`src/hw/rtl/lts_pkg.sv`:
```
package lts_pkg;

  localparam int LINES_DEFAULT = 16;
  localparam int TAG_W         = 32;
  localparam int STAMP_W       = 32;
  localparam int SIZE_W        = 20;
  localparam int LINE_W        = 4;

  localparam logic [SIZE_W-1:0] SIZE_LIMIT_RESET = 20'd102400;

  localparam logic KIND_LOOKUP = 1'b0;
  localparam logic KIND_INSERT = 1'b1;

  // outcome of one pass over the lines
  typedef struct packed {
    logic done;
    logic found;
    logic evict;
  } scan_res_t;

endpackage

```
`src/hw/rtl/lts_ram.sv`:
```
module lts_ram #(
  parameter int WIDTH = 64,
  parameter int DEPTH = 16
) (
  input  logic                     clk,
  input  logic                     we,
  input  logic [$clog2(DEPTH)-1:0] waddr,
  input  logic [WIDTH-1:0]         wdata,
  input  logic [$clog2(DEPTH)-1:0] raddr,
  output logic [WIDTH-1:0]         rdata
);

  logic [WIDTH-1:0] mem [DEPTH];

  always_ff @(posedge clk) begin
    if (we) begin
      mem[waddr] <= wdata;
    end
    rdata <= mem[raddr];
  end

endmodule

```
`src/hw/rtl/lts_scan.sv`:
```
module lts_scan #(
  parameter int LINES = lts_pkg::LINES_DEFAULT
) (
  input  logic                         clk,
  input  logic                         chk,
  input  logic [$clog2(LINES)-1:0]     chk_idx,
  input  logic                         line_vld,
  input  logic [lts_pkg::TAG_W-1:0]    rd_tag,
  input  logic [lts_pkg::STAMP_W-1:0]  rd_stamp,
  input  logic                         kind,
  input  logic [lts_pkg::TAG_W-1:0]    tag,
  output lts_pkg::scan_res_t           res,
  output logic [$clog2(LINES)-1:0]     res_idx
);
  import lts_pkg::*;

  localparam int IDX_W = $clog2(LINES);
  localparam logic [IDX_W-1:0] LAST_IDX = IDX_W'(LINES - 1);

  logic [IDX_W-1:0]   best_idx, best_idx_next;
  logic [STAMP_W-1:0] best_stamp, best_stamp_next;
  logic               take;

  always_comb begin
    res             = '0;
    res_idx         = chk_idx;
    take            = (chk_idx == '0) || (rd_stamp < best_stamp);
    best_idx_next   = best_idx;
    best_stamp_next = best_stamp;
    if (chk) begin
      if (kind == KIND_LOOKUP) begin
        if (line_vld && rd_tag == tag) begin
          res.done  = 1'b1;
          res.found = 1'b1;
        end else if (chk_idx == LAST_IDX) begin
          res.done = 1'b1;
        end
      end else begin
        if (!line_vld) begin
          // lowest free line wins outright
          res.done  = 1'b1;
          res.found = 1'b1;
        end else begin
          if (take) begin
            best_idx_next   = chk_idx;
            best_stamp_next = rd_stamp;
          end
          if (chk_idx == LAST_IDX) begin
            res.done  = 1'b1;
            res.found = 1'b1;
            res.evict = 1'b1;
            res_idx   = best_idx_next;
          end
        end
      end
    end
  end

  always_ff @(posedge clk) begin
    best_idx   <= best_idx_next;
    best_stamp <= best_stamp_next;
  end

endmodule

```
`src/hw/rtl/lru_tag_store.sv`:
```
// lru_tag_store: fully associative tag store with timestamp replacement.
// Input channel (in_valid/in_ready) carries kind, tag and obj_size. A
// lookup (kind 0) searches the valid lines from line 0 for the tag; on a hit
// the line gets a fresh stamp. An insert (kind 1) larger than size_limit is
// dropped; otherwise it takes the lowest free line, or the first line with
// the smallest stamp, and writes the tag and a fresh stamp.
// Output channel (out_valid/out_ready) returns one item per request: hit,
// line, placed, evicted and dropped.
// Tags and stamps live in one RAM with a registered read; the search reads
// one line per cycle over a full pass, stopping early when a hit or free
// line turns up; a dropped insert skips the search. One request is in flight
// at a time. The result sits in an output register; the next item is
// accepted while it waits, and a stalled receiver holds the block once that
// second item is done. The user must write size_limit only while idle, via
// size_limit_we/size_limit_data; the block does not enforce this. Reset clears
// the valid bits, the stamp counter and size_limit (to 102400); no clearing
// pass is needed, the RAM contents are only used for valid lines.
module lru_tag_store #(
  parameter int LINES = lts_pkg::LINES_DEFAULT
) (
  input  logic                        clk,
  input  logic                        rst,
  input  logic                        size_limit_we,
  input  logic [lts_pkg::SIZE_W-1:0]  size_limit_data,
  input  logic                        in_valid,
  output logic                        in_ready,
  input  logic                        kind,
  input  logic [lts_pkg::TAG_W-1:0]   tag,
  input  logic [lts_pkg::SIZE_W-1:0]  obj_size,
  output logic                        out_valid,
  input  logic                        out_ready,
  output logic                        hit,
  output logic [lts_pkg::LINE_W-1:0]  line,
  output logic                        placed,
  output logic                        evicted,
  output logic                        dropped
);
  import lts_pkg::*;

  localparam int IDX_W = $clog2(LINES);
  localparam int RAM_W = TAG_W + STAMP_W;
  localparam logic [IDX_W-1:0] LAST_IDX = IDX_W'(LINES - 1);

  localparam logic [1:0] ST_IDLE  = 2'd0;
  localparam logic [1:0] ST_SCAN  = 2'd1;
  localparam logic [1:0] ST_WRITE = 2'd2;
  localparam logic [1:0] ST_DONE  = 2'd3;

  logic [1:0]         state;
  logic [SIZE_W-1:0]  size_limit;
  logic [STAMP_W-1:0] stamp_counter;
  logic [LINES-1:0]   line_valid;

  logic               kind_q;
  logic [TAG_W-1:0]   tag_q;
  logic               found_q, evict_q, drop_q;
  logic [IDX_W-1:0]   sel_idx;

  logic               iss_on, chk_vld;
  logic [IDX_W-1:0]   rd_addr, chk_idx;

  logic               ram_we;
  logic [RAM_W-1:0]   ram_wdata, ram_rdata;
  logic [STAMP_W-1:0] stamp_next;

  scan_res_t          res;
  logic [IDX_W-1:0]   res_idx;
  logic               load_out;
  logic [IDX_W+LINE_W-1:0] idx_ext;

  assign in_ready   = (state == ST_IDLE);
  assign stamp_next = stamp_counter + STAMP_W'(1);
  assign ram_we     = (state == ST_WRITE);
  assign ram_wdata  = {tag_q, stamp_next};
  assign load_out   = (state == ST_DONE) && (!out_valid || out_ready);
  assign idx_ext    = {{LINE_W{1'b0}}, sel_idx};

  lts_ram #(
    .WIDTH (RAM_W),
    .DEPTH (LINES)
  ) u_ram (
    .clk   (clk),
    .we    (ram_we),
    .waddr (sel_idx),
    .wdata (ram_wdata),
    .raddr (rd_addr),
    .rdata (ram_rdata)
  );

  lts_scan #(
    .LINES (LINES)
  ) u_scan (
    .clk      (clk),
    .chk      (chk_vld && state == ST_SCAN),
    .chk_idx  (chk_idx),
    .line_vld (line_valid[chk_idx]),
    .rd_tag   (ram_rdata[RAM_W-1:STAMP_W]),
    .rd_stamp (ram_rdata[STAMP_W-1:0]),
    .kind     (kind_q),
    .tag      (tag_q),
    .res      (res),
    .res_idx  (res_idx)
  );

  always_ff @(posedge clk) begin
    if (rst) begin
      state         <= ST_IDLE;
      size_limit    <= SIZE_LIMIT_RESET;
      stamp_counter <= '0;
      line_valid    <= '0;
      iss_on        <= 1'b0;
      chk_vld       <= 1'b0;
      out_valid     <= 1'b0;
    end else begin
      if (size_limit_we) begin
        size_limit <= size_limit_data;
      end
      case (state)
        ST_IDLE: begin
          chk_vld <= 1'b0;
          if (in_valid) begin
            kind_q  <= kind;
            tag_q   <= tag;
            found_q <= 1'b0;
            evict_q <= 1'b0;
            if (kind == KIND_INSERT && obj_size > size_limit) begin
              drop_q <= 1'b1;
              state  <= ST_DONE;
            end else begin
              drop_q  <= 1'b0;
              rd_addr <= '0;
              iss_on  <= 1'b1;
              state   <= ST_SCAN;
            end
          end
        end
        ST_SCAN: begin
          // one read issued per cycle, checked when its data returns
          chk_idx <= rd_addr;
          if (iss_on) begin
            rd_addr <= rd_addr + IDX_W'(1);
          end
          if (res.done) begin
            found_q <= res.found;
            evict_q <= res.evict;
            sel_idx <= res_idx;
            iss_on  <= 1'b0;
            chk_vld <= 1'b0;
            state   <= res.found ? ST_WRITE : ST_DONE;
          end else begin
            chk_vld <= iss_on;
            if (iss_on && rd_addr == LAST_IDX) begin
              iss_on <= 1'b0;
            end
          end
        end
        ST_WRITE: begin
          stamp_counter <= stamp_next;
          if (kind_q == KIND_INSERT) begin
            line_valid[sel_idx] <= 1'b1;
          end
          state <= ST_DONE;
        end
        ST_DONE: begin
          if (load_out) begin
            state <= ST_IDLE;
          end
        end
        default: state <= ST_IDLE;
      endcase
      if (load_out) begin
        out_valid <= 1'b1;
      end else if (out_ready) begin
        out_valid <= 1'b0;
      end
    end
  end

  always_ff @(posedge clk) begin
    if (load_out) begin
      hit     <= found_q && kind_q == KIND_LOOKUP;
      placed  <= found_q && kind_q == KIND_INSERT;
      evicted <= evict_q;
      dropped <= drop_q;
      line    <= found_q ? idx_ext[LINE_W-1:0] : '0;
    end
  end

endmodule

```
`config.mk`:
```
export PLATFORM = sky130hd
export DESIGN_NAME = lru_tag_store
export DESIGN_NICKNAME = d
export VERILOG_FILES = /design/src/hw/rtl/lts_pkg.sv /design/src/hw/rtl/lts_ram.sv /design/src/hw/rtl/lts_scan.sv /design/src/hw/rtl/lru_tag_store.sv
export SDC_FILE = /design/constraint.sdc
export NUM_CORES = 1
export LEC_CHECK = 0
export BUFFER_PORTS_ARGS = -buffer_cell sky130_fd_sc_hd__buf_2
export CORE_MARGIN = 1.5
export CORE_UTILIZATION = 60
export CTS_BUF_LIST = sky130_fd_sc_hd__clkbuf_16
export CTS_CLUSTER_SIZE = 10
export DETAILED_ROUTE_END_ITERATION = 10
export PLACE_DENSITY = 0.77
export SYNTH_ARGS = -nofsm -noshare
export SYNTH_HDL_FRONTEND = slang
export SYNTH_SLANG_ARGS = --single-unit
```
`constraint.sdc`:
```
create_clock -name clk -period 15.2 [get_ports clk]
set_clock_uncertainty 0.05 [all_clocks]
set_input_delay 3.04 -clock clk [delete_from_list [all_inputs] [get_ports clk]]
set_output_delay 3.04 -clock clk [all_outputs]
set_load 0.03 [all_outputs]
```
==> results of run 1 <==
-- sequential cells by signal, summed over array words and instances (netlist names), 16 cells and up --
signal             cells
u_scan.best_stamp     32
u_ram.mem           1024
tag_q                 32
u_ram.rdata           64
line_valid            16
stamp_counter         32
size_limit            20
-- per-stage QoR --
| step | std cells | power (uW) |
|---|---|---|
| detailed placement | 3370 | 5435 |
| floorplan | 2293 | 5088 |
| CTS | 3630 | 8509 |
| finish | 3631 | 8455 |
| global route | 3630 | 8725 |
| global placement | 3370 | 5400 |
-- layout by cell type (no fill, tap or decap), types with 46 or more instances in the layout --
cell type,n
buf_2,87
clkbuf_16,145
dfxtp_1,137
edfxtp_1,1116
ha_1,57
inv_1,165
mux4_2,322
nand2_1,51
nor2_1,100
xnor2_1,46
xor2_1,48
-- power breakdown --
part	total (uW)	internal [uW]	switching, uW
Combinational	1280	641	642
Sequential	4100	3970	134
Clock	3070	1740	1340
Total	8460	6340	2110
-- cell families (layout without fill, tap and decap cells) --
group           after synthesis  in the layout
compound gates               89             89
other cells                   0              1
simple gates                283            283
buf+inv                     168            455
fa+ha+maj                    57             57
mux                         348            348
flops                      1253           1253
xor+xnor                     95             95
-- cell usage after synthesis, types with 4 or more instances --
cell type     n  area share
edfxtp_1   1116        0.70
mux4_2      322        0.15
dfxtp_1     137       0.057
nor2_1      112      0.0088
inv_1        66      0.0052
clkbuf_1     61      0.0048
ha_1         57       0.015
nand2_1      51      0.0040
xor2_1       48      0.0088
xnor2_1      47      0.0086
nand4_1      33      0.0043
a21oi_1      31      0.0032
buf_1        28      0.0022
mux2i_1      23      0.0048
nand3_1      18      0.0019
nor3_1       15      0.0016
a21o_1       13      0.0020
and2_1       12      0.0016
buf_2        12      0.0013
o21ai_0      12      0.0013
nor2b_1       9      0.0012
nand2b_1      6     0.00078
o211ai_1      6     0.00094
a211oi_1      5     0.00078
a31oi_1       5     0.00065
and3_1        5     0.00065
a2111oi_0     4     0.00073
nor4_2        4      0.0010
-- critical path: stages --
cell and delay (ns):
buf_2 0.10, ha_1 0.29, nand4_1 0.16, or4_1 0.62, o21ai_0 0.31, nand2_1 0.09
o31a_1 0.14, a2111oi_1 0.93
-- worst max-delay path by stage --
stage | startpoint | endpoint | slack, ns
after floorplan | state[0] | u_ram.mem[12][0] | 8.97
after global placement | obj_size[19] | rd_addr[0] | 9.09
after detailed placement | obj_size[19] | rd_addr[1] | 8.82
after CTS | obj_size[19] | rd_addr[0] | 9.57
after global routing | obj_size[19] | rd_addr[0] | 9.65
final | obj_size[19] | rd_addr[0] | 9.83
-- final cells by class --
type | count | share of cell area
diodes | 1 | 0.00004633
clock buffers | 145 | 0.06717
clock inverters | 115 | 0.01170
inverters | 66 | 0.004586
multi-input cells | 872 | 0.2066
flip-flops and latches | 1253 | 0.6712
well taps | 1050 | 0.02432
repair buffers | 129 | 0.01436
-- per-layer routing --
layer / GRT usage / vias to the layer above
met1: 0.3466 / 12174
met5: 0 / -
met3: 0.03740 / 223
li1: - / 9685
met4: 0.09616 / 0
met2: 0.4606 / 1183
==> results.json, run 1 <==
{
  "status": "completed",
  "criticalPathCategory": "in2reg",
  "hold_class": "reg2reg",
  "synthAdderAreaFrac": 0.01488,
  "worstHoldPathCells": 0,
  "p_per_area_mw_per_mm2": 156.5,
  "end_kind": "flop",
  "fp.dieH_microns": 285.6,
  "syn2layout_area_growth_pct": 12.69,
  "synth_cell_types": 55,
  "htreeDepth": 4,
  "antenna_found_initial": 1,
  "p_leak_uw": 0.01819,
  "drive_gt1_frac": 0.2496,
  "core_area_sq_mm": 0.07900,
  "hold_viol": 0,
  "met2_length_microns": 56320,
  "drv_cap": 0,
  "die_area_sq_mm": 0.08159,
  "place_ws_ns": 8.824,
  "dr.max_layer_used": "met4",
  "fmax_mhz": 186.1,
  "synth_seq_cells": 1253,
  "worstHoldEndpoint": "u_scan.best_stamp[30]",
  "rrSetupSlack_ns": 11.08,
  "clock_latency_ns": 0.74,
  "worstPathMaxFanout": 4,
  "cts_resized": 0,
  "timing.hold.ws_ns": 0.3737,
  "critPathRequiredTime_ns": 15.51,
  "grt-ovfl-total": 0,
  "drt_first_pass_iters": 7,
  "rr_endpoint": "u_scan.best_stamp[13]",
  "peakVddDrop_mv": 0.1324,
  "num-fill-cells": 4668,
  "setup_viol": 0,
  "synthFlopType": "edfxtp_1",
  "muxShareOfSynthArea": 0.1571,
  "dp_hpwl_microns": 49980,
  "hold_start": "u_ram.rdata[30]",
  "synth_compound_area_frac": 0.01214,
  "rows": 103,
  "fin_crit_sh": 0.3535,
  "cp-start-kind": "input port",
  "drv_slew": 0,
  "yosys.area_share.xor_xnor": 0.01736,
  "drt-initial-drc-count": 2737,
  "wl_microns": 105900,
  "nets": 2601,
  "ant_nets": 0,
  "syn_nets": 2428,
  "wl_met3_microns": 7318,
  "die_x_microns": 285.6,
  "fin_util": 0.6837,
  "ctsLongestPathBuffers": 3,
  "ioPinCount": 88,
  "drc": 0,
  "clkTransAtPathRegs_ns": 0.06,
  "fin_setup_tns_ns": 0,
  "synth-simple-area-share": 0.02853,
  "gp_congestion": 0.8346,
  "synth_edf_count": 1116,
  "design_area_sq_mm": 0.05402,
  "yosysWarnings": 0,
  "synth_area_sq_mm": 0.04793,
  "period_needed_ns": 5.373,
  "dpl_cell_area_sq_mm": 0.04974,
  "seqCellArea_sq_mm": 0.03625,
  "grt_max_degree": 181,
  "vias": 23265,
  "synth_top_family_by_area": "multiplexers",
  "crit_arrival_ns": 5.68,
  "rsz0062_at_grt": "no",
  "start_util": 0.6068,
  "post_drt_wl_per_cell_microns": 29.16,
  "grt_use_total": 0.2654,
  "rr_startpoint": "u_scan.best_stamp[13]",
  "cts_sinks": 1253,
  "ys_async_sr_fraction": 0,
  "cts_hold_buffers": 0,
  "clockRootBuffer": "clkbuf_16",
  "multi_input_area_sq_mm": 0.01116,
  "slew_headroom": 0.1295,
  "fin_ws_ns": 9.827,
  "post_cts_buffers": 0,
  "syn_avg_cell_area_sq_um": 20.90,
  "grt_first_pass_wirelength_microns": 156600,
  "syn-instance-count": 2293,
  "wl_met1_microns": 39110,
  "grt_pass1_vias": 24494,
  "via_per_inst": 6.407,
  "cts_buffers": 144,
  "cts_tree": "built",
  "tightestPinTransition_ns": 1.301,
  "port_buffers": 87,
  "rr_worst_depth": 10,
  "ys_seq_area_frac": 0.7564
}
(Power assumes the default switching activity.)
==> inputs of run 2 (changes only) <==
--- a/config.mk
+++ b/config.mk
@@ -7,11 +7,11 @@
 export LEC_CHECK = 0
 export BUFFER_PORTS_ARGS = -buffer_cell sky130_fd_sc_hd__buf_2
 export CORE_MARGIN = 1.5
-export CORE_UTILIZATION = 60
+export CORE_UTILIZATION = 56
 export CTS_BUF_LIST = sky130_fd_sc_hd__clkbuf_16
 export CTS_CLUSTER_SIZE = 10
 export DETAILED_ROUTE_END_ITERATION = 10
-export PLACE_DENSITY = 0.77
+export PLACE_DENSITY = 0.75
 export SYNTH_ARGS = -nofsm -noshare
 export SYNTH_HDL_FRONTEND = slang
 export SYNTH_SLANG_ARGS = --single-unit
==> constraint.sdc (replaced) <==
create_clock -name clk -period 4.8 [get_ports clk]
set_clock_uncertainty 0.05 [all_clocks]
set_input_delay 0.96 -clock clk [delete_from_list [all_inputs] [get_ports clk]]
set_output_delay 0.96 -clock clk [all_outputs]
set_load 0.03 [all_outputs]
==> run 2 against run 1 <==
Clock-buffer cell count unchanged. Final cell count up 2.7%. Highest routed layer is now met5. Sequential power rose to 3.2 times the previous value. Sequential share of layout area down 0.52 points. Clock power rose to 3.2 times the previous value. Largest cell class unchanged. Worst hold slack worse by 0.026 ns.
==> results.json, run 2 (synthesis results as in run 1) <==
{
  "status": "completed",
  "drt_first_pass_iters": 6,
  "crit_path_start": "stamp_counter[8]",
  "rsz0062_at_grt": "no",
  "setup_viol": 0,
  "ctsLongestPathBuffers": 3,
  "fin_setup_tns_ns": 0,
  "fin_util": 0.6404,
  "peakVddDrop_mv": 0.4527,
  "fp.dieH_microns": 295.6,
  "cts_tree": "built",
  "rr_endpoint": "u_ram.mem[15][31]",
  "rows": 107,
  "hold_viol": 0,
  "grt_max_degree": 77,
  "final_cell_mix": "edfxtp_1 (1116), mux4_2 (322), inv_1 (158)",
  "num-fill-cells": 5466,
  "gp_congestion": 0.8633,
  "cts_resized": 0,
  "rrSetupSlack_ns": 1.36,
  "nets": 2611,
  "period_needed_ns": 3.438,
  "clkTransAtPathRegs_ns": 0.06,
  "rr_worst_depth": 6,
  "p_per_area_mw_per_mm2": 491.1,
  "hold_class": "in2reg",
  "grt_pass1_vias": 24232,
  "critPathRequiredTime_ns": 5.13,
  "multi_input_area_sq_mm": 0.01118,
  "cts_hold_buffers": 0,
  "criticalPathCategory": "reg2reg",
  "drc": 0,
  "antenna_found_initial": 4,
  "layout_commonest_cell": "edfxtp_1",
  "drive_gt1_frac": 0.2532,
  "clock_latency_ns": 0.73,
  "drt-initial-drc-count": 2317,
  "fmax_mhz": 290.8,
  "die_area_sq_mm": 0.08736,
  "cp-endpoint": "u_ram.mem[15][31]",
  "p_leak_uw": 0.01828,
  "slew_headroom": 0.1108,
  "crit_arrival_ns": 3.77,
  "grt-ovfl-total": 0,
  "vias": 23004,
  "grt_first_pass_wirelength_microns": 151800,
  "drv_slew": 0,
  "via_per_inst": 6.171,
  "syn2layout_area_growth_pct": 13.58,
  "clockRootBuffer": "clkbuf_16",
  "wl_microns": 102400,
  "ant_nets": 0,
  "reg_top3": "u_ram.mem: 1024 flops, u_ram.rdata: 64 flops",
  "top_register": "u_ram.mem",
  "drv_cap": 0,
  "worstPathMaxFanout": 16,
  "seqCellArea_sq_mm": 0.03625,
  "fin_crit_sh": 0.7163,
  "largest_register_ff_count": 1024,
  "cp-start-kind": "flop",
  "tightestPinTransition_ns": 1.329,
  "htreeDepth": 4,
  "rr_startpoint": "stamp_counter[8]",
  "dp_hpwl_microns": 51940,
  "ioPinCount": 88,
  "post_cts_buffers": 0,
  "post_drt_wl_per_cell_microns": 27.48,
  "cts_buffers": 144,
  "core_area_sq_mm": 0.08501,
  "die_x_microns": 295.6,
  "end_kind": "flop",
  "grt_use_total": 0.2412,
  "port_buffers": 87,
  "cts_sinks": 1253,
  "start_util": 0.5638
}
## run 2: power by group
part | total, uW | internal [uW] | switching, uW | leakage (uW)
Combinational | 4050 | 2060 | 1990 | 0.00457
Clock | 9690 | 5490 | 4200 | 0.00239
Sequential | 13000 | 12600 | 438 | 0.0113
Total | 26700 | 20100 | 6630 | 0.0183
## run 2: routing by layer
metal | vias up | share of wire | track usage
met3 | 217 | 0.064 | 0.03924
met5 | - | 0.00023 | 0
li1 | 9695 | - | -
met4 | 4 | 0.030 | 0.08806
met2 | 978 | 0.53 | 0.4151
met1 | 12110 | 0.38 | 0.3128
## run 2: stage by stage
| step | total power, uW | area [sq um] | hold slack (ns) | std cells | setup WS, ns |
|---|---|---|---|---|---|
| final | 26740 | 54440 | 0.3479 | 3728 | 1.362 |
| after detailed placement | 17280 | 50190 | 0.3556 | 3474 | 1.237 |
| after CTS | 26970 | 54430 | 0.3090 | 3727 | 1.345 |
| after global placement | 17170 | 50190 | 0.3672 | 3474 | 1.266 |
| after floorplan | 16110 | 47950 | 0.3495 | 2293 | 0.2795 |
| after global routing | 27650 | 54440 | 0.3221 | 3728 | 1.069 |
## run 2: worst min path at each step
stage	slack, ns	cells past startpoint	startpoint	to
3_3_place_gp	0.37	0	u_ram.rdata[0]	u_scan.best_stamp[0]
5_1_grt	0.32	1	tag[20]	tag_q[20]
2_1_floorplan	0.35	0	u_ram.rdata[0]	u_scan.best_stamp[0]
6_report	0.35	1	tag[8]	tag_q[8]
4_1_cts	0.31	1	tag[8]	tag_q[8]
3_5_place_dp	0.36	0	evict_q	evicted
## run 2: critical path: stages, from the launching register on
cell     delay [ns]
dfxtp_1        0.47
nand3_1        0.22
nor4_1         0.32
nand4_1        0.21
nor3_1         0.73
nand3_1        0.24
xnor2_1        0.85
## run 2: area by class of cell
type | instances | area share
clock buffer | 145 | 0.06665
antenna | 1 | 0.00004597
tap | 1144 | 0.02629
multi-input combinational | 872 | 0.2054
timing repair buffer | 139 | 0.01977
inverter | 66 | 0.004551
clock inverter | 108 | 0.01131
sequential | 1253 | 0.6659
==> inputs of run 3 (changes only) <==
==> constraint.sdc (replaced) <==
create_clock -name clk -period 2.8 [get_ports clk]
set_clock_uncertainty 0.05 [all_clocks]
set_input_delay 0.56 -clock clk [delete_from_list [all_inputs] [get_ports clk]]
set_output_delay 0.56 -clock clk [all_outputs]
set_load 0.03 [all_outputs]
==> run 3 against run 2 <==
The run now ends with setup timing left. Register-to-register slack got worse by 1.4 ns. Combinational power increased by 96%. Worst hold slack got worse by 0.32 ns. Sequential share of layout area decreased by 2.5 points. Total power increased by 76%. Flip-flop and latch count unchanged. Via count increased by 3.8%. Design area increased by 4.0%. Global-route usage increased by 1.3 points. Non-clock buffer count increased by 176. Die area unchanged.
==> results.json, run 3 (synthesis results as in run 1) <==
{
  "p_leak_uw": 0.01934,
  "period_needed_ns": 2.838,
  "num-fill-cells": 5178,
  "largest_register_ff_count": 1024,
  "ioPinCount": 88,
  "hold_viol": 0,
  "drc": 0,
  "die_area_sq_mm": 0.08736,
  "max_stage_delay_ns": 0.38,
  "end_kind": "flop",
  "fin_setup_tns_ns": -0.8492,
  "p_per_area_mw_per_mm2": 830.4,
  "grt_use_total": 0.2540,
  "worstPathMaxFanout": 8,
  "grt-ovfl-total": 0,
  "ant_nets": 0,
  "drive_gt1_frac": 0.2947,
  "core_area_sq_mm": 0.08501,
  "cts_tree": "built",
  "timing.hold.ws_ns": 0.03121,
  "crit_chain": "inv_2, ha_4, a21o_1, a21o_1, a21oi_2, o21ai_2, o311ai_1, buf_4, o211ai_1, buf_4, a21oi_4, buf_6, clkbuf_16",
  "final_cell_mix": "edfxtp_1 (1116), mux4_2 (322), inv_1 (154)",
  "design_area_sq_mm": 0.05660,
  "critPathRequiredTime_ns": 3.18,
  "fin_crit_sh": 1.014,
  "setup_viol": 32,
  "reg_top3": "u_ram.mem: 1024 flops, u_ram.rdata: 64 flops",
  "peakVddDrop_mv": 0.7067,
  "drv_slew": 0,
  "rr_startpoint": "u_scan.best_stamp[13]",
  "cp-start-kind": "flop",
  "place_inst": 3596,
  "post_drt_wl_per_cell_microns": 27.65,
  "die_x_microns": 295.6,
  "syn2layout_area_growth_pct": 18.09,
  "crit_path_start": "u_scan.best_stamp[13]",
  "stdcell_count": 3906,
  "criticalPathCategory": "reg2reg",
  "top_register": "u_ram.mem",
  "grt_first_pass_wirelength_microns": 159000,
  "dpl_cell_area_sq_mm": 0.05151,
  "drt-initial-drc-count": 2452,
  "via_per_inst": 6.112,
  "grt_pass1_vias": 24984,
  "vias": 23873,
  "drv_cap": 0,
  "cts_sinks": 1253,
  "drt_first_pass_iters": 5,
  "dp_hpwl_microns": 56040,
  "clkTransAtPathRegs_ns": 0.06,
  "fmax_mhz": 352.4,
  "clockRootBuffer": "clkbuf_16",
  "cts_buffers": 145,
  "nets": 2788,
  "wl_microns": 108000,
  "rsz0062_at_grt": "yes",
  "diodes": 0,
  "fin_ws_ns": -0.03806,
  "htreeDepth": 4,
  "hold_class": "in2reg",
  "ctsLongestPathBuffers": 3,
  "cp_slowest_cell": "edfxtp_1",
  "clock_latency_ns": 0.74,
  "grt_max_degree": 107,
  "tightestPinTransition_ns": 1.258,
  "rows": 107,
  "place_ws_ns": -0.2261,
  "antenna_found_initial": 2,
  "fp.dieH_microns": 295.6,
  "port_buffers": 87,
  "hold_start": "size_limit_data[18]",
  "violations": "setup timing",
  "layout_commonest_cell": "edfxtp_1",
  "slew_headroom": 0.1550,
  "crit_arrival_ns": 3.22,
  "gp_congestion": 0.8587,
  "status": "complete, but fails checks",
  "start_util": 0.5638
}
[run 3: metal layers]
layer,wire length [microns],vias to the layer above,share of wire,global-route usage
li1,-,10041,-,-
met3,6636,244,0.061,0.04082
met1,41200,12575,0.38,0.3322
met5,23,-,0.00021,0
met2,56510,1009,0.52,0.4326
met4,3637,4,0.034,0.09769
[run 3: final timing paths]
| check | end | slack, ns | cells after the start |
|---|---|---|---|
| worst max register to register | u_scan.best_stamp[25] | -0.04 | 13 |
| worst min-delay path | size_limit[18] | 0.03 | 3 |
| worst max-delay path | u_scan.best_stamp[25] | -0.04 | 13 |
| worst min register to register | dropped | 0.38 | 0 |
[run 3: timing repair]
| item | CTS | global route |
|---|---|---|
| cloned | 2 | 1 |
| pin swaps | 1 | 3 |
| resized for setup | 11 | 18 |
| buffers inserted | 6 | 1 |
| hold buffers | 46 | 0 |
| endpoints found under the hold margin | 46 | 0 |
| setup endpoints to repair | 39 | 110 |
[run 3: worst max-delay path, delay by kind of cell, from the launching register on]
| family | cells | cell delay (ns) |
|---|---|---|
| AOI/OAI and AO/OA | 7 | 1.13 |
| buffers and inverters | 5 | 0.75 |
| DFF | 1 | 0.38 |
| adders and majority gates | 1 | 0.20 |
[run 3: through the flow]
step,total power (uW),util
CTS,47220,0.6645
global route,48550,0.6658
detailed placement,30210,0.6059
global placement,29980,0.6059
finish,47010,0.6658
floorplan,27700,-
[run 3: area by class of cell]
class	count	area, sq um	share of cell area
Tap cell	1144	1431	0.02529
Inverter	66	247.7	0.004377
Sequential cell	1253	36260	0.6405
Multi-Input combinational cell	872	11370	0.2008
Clock inverter	111	747.0	0.01320
Timing Repair Buffer	315	2928	0.05172
Clock buffer	145	3628	0.06410
[run 3: report_power, final]
part / leakage (uW) / internal [uW] / switching [uW]
clock: 0.00244 / 9570 / 7370
sequential: 0.0113 / 21500 / 620
combinational: 0.00559 / 4030 / 3890
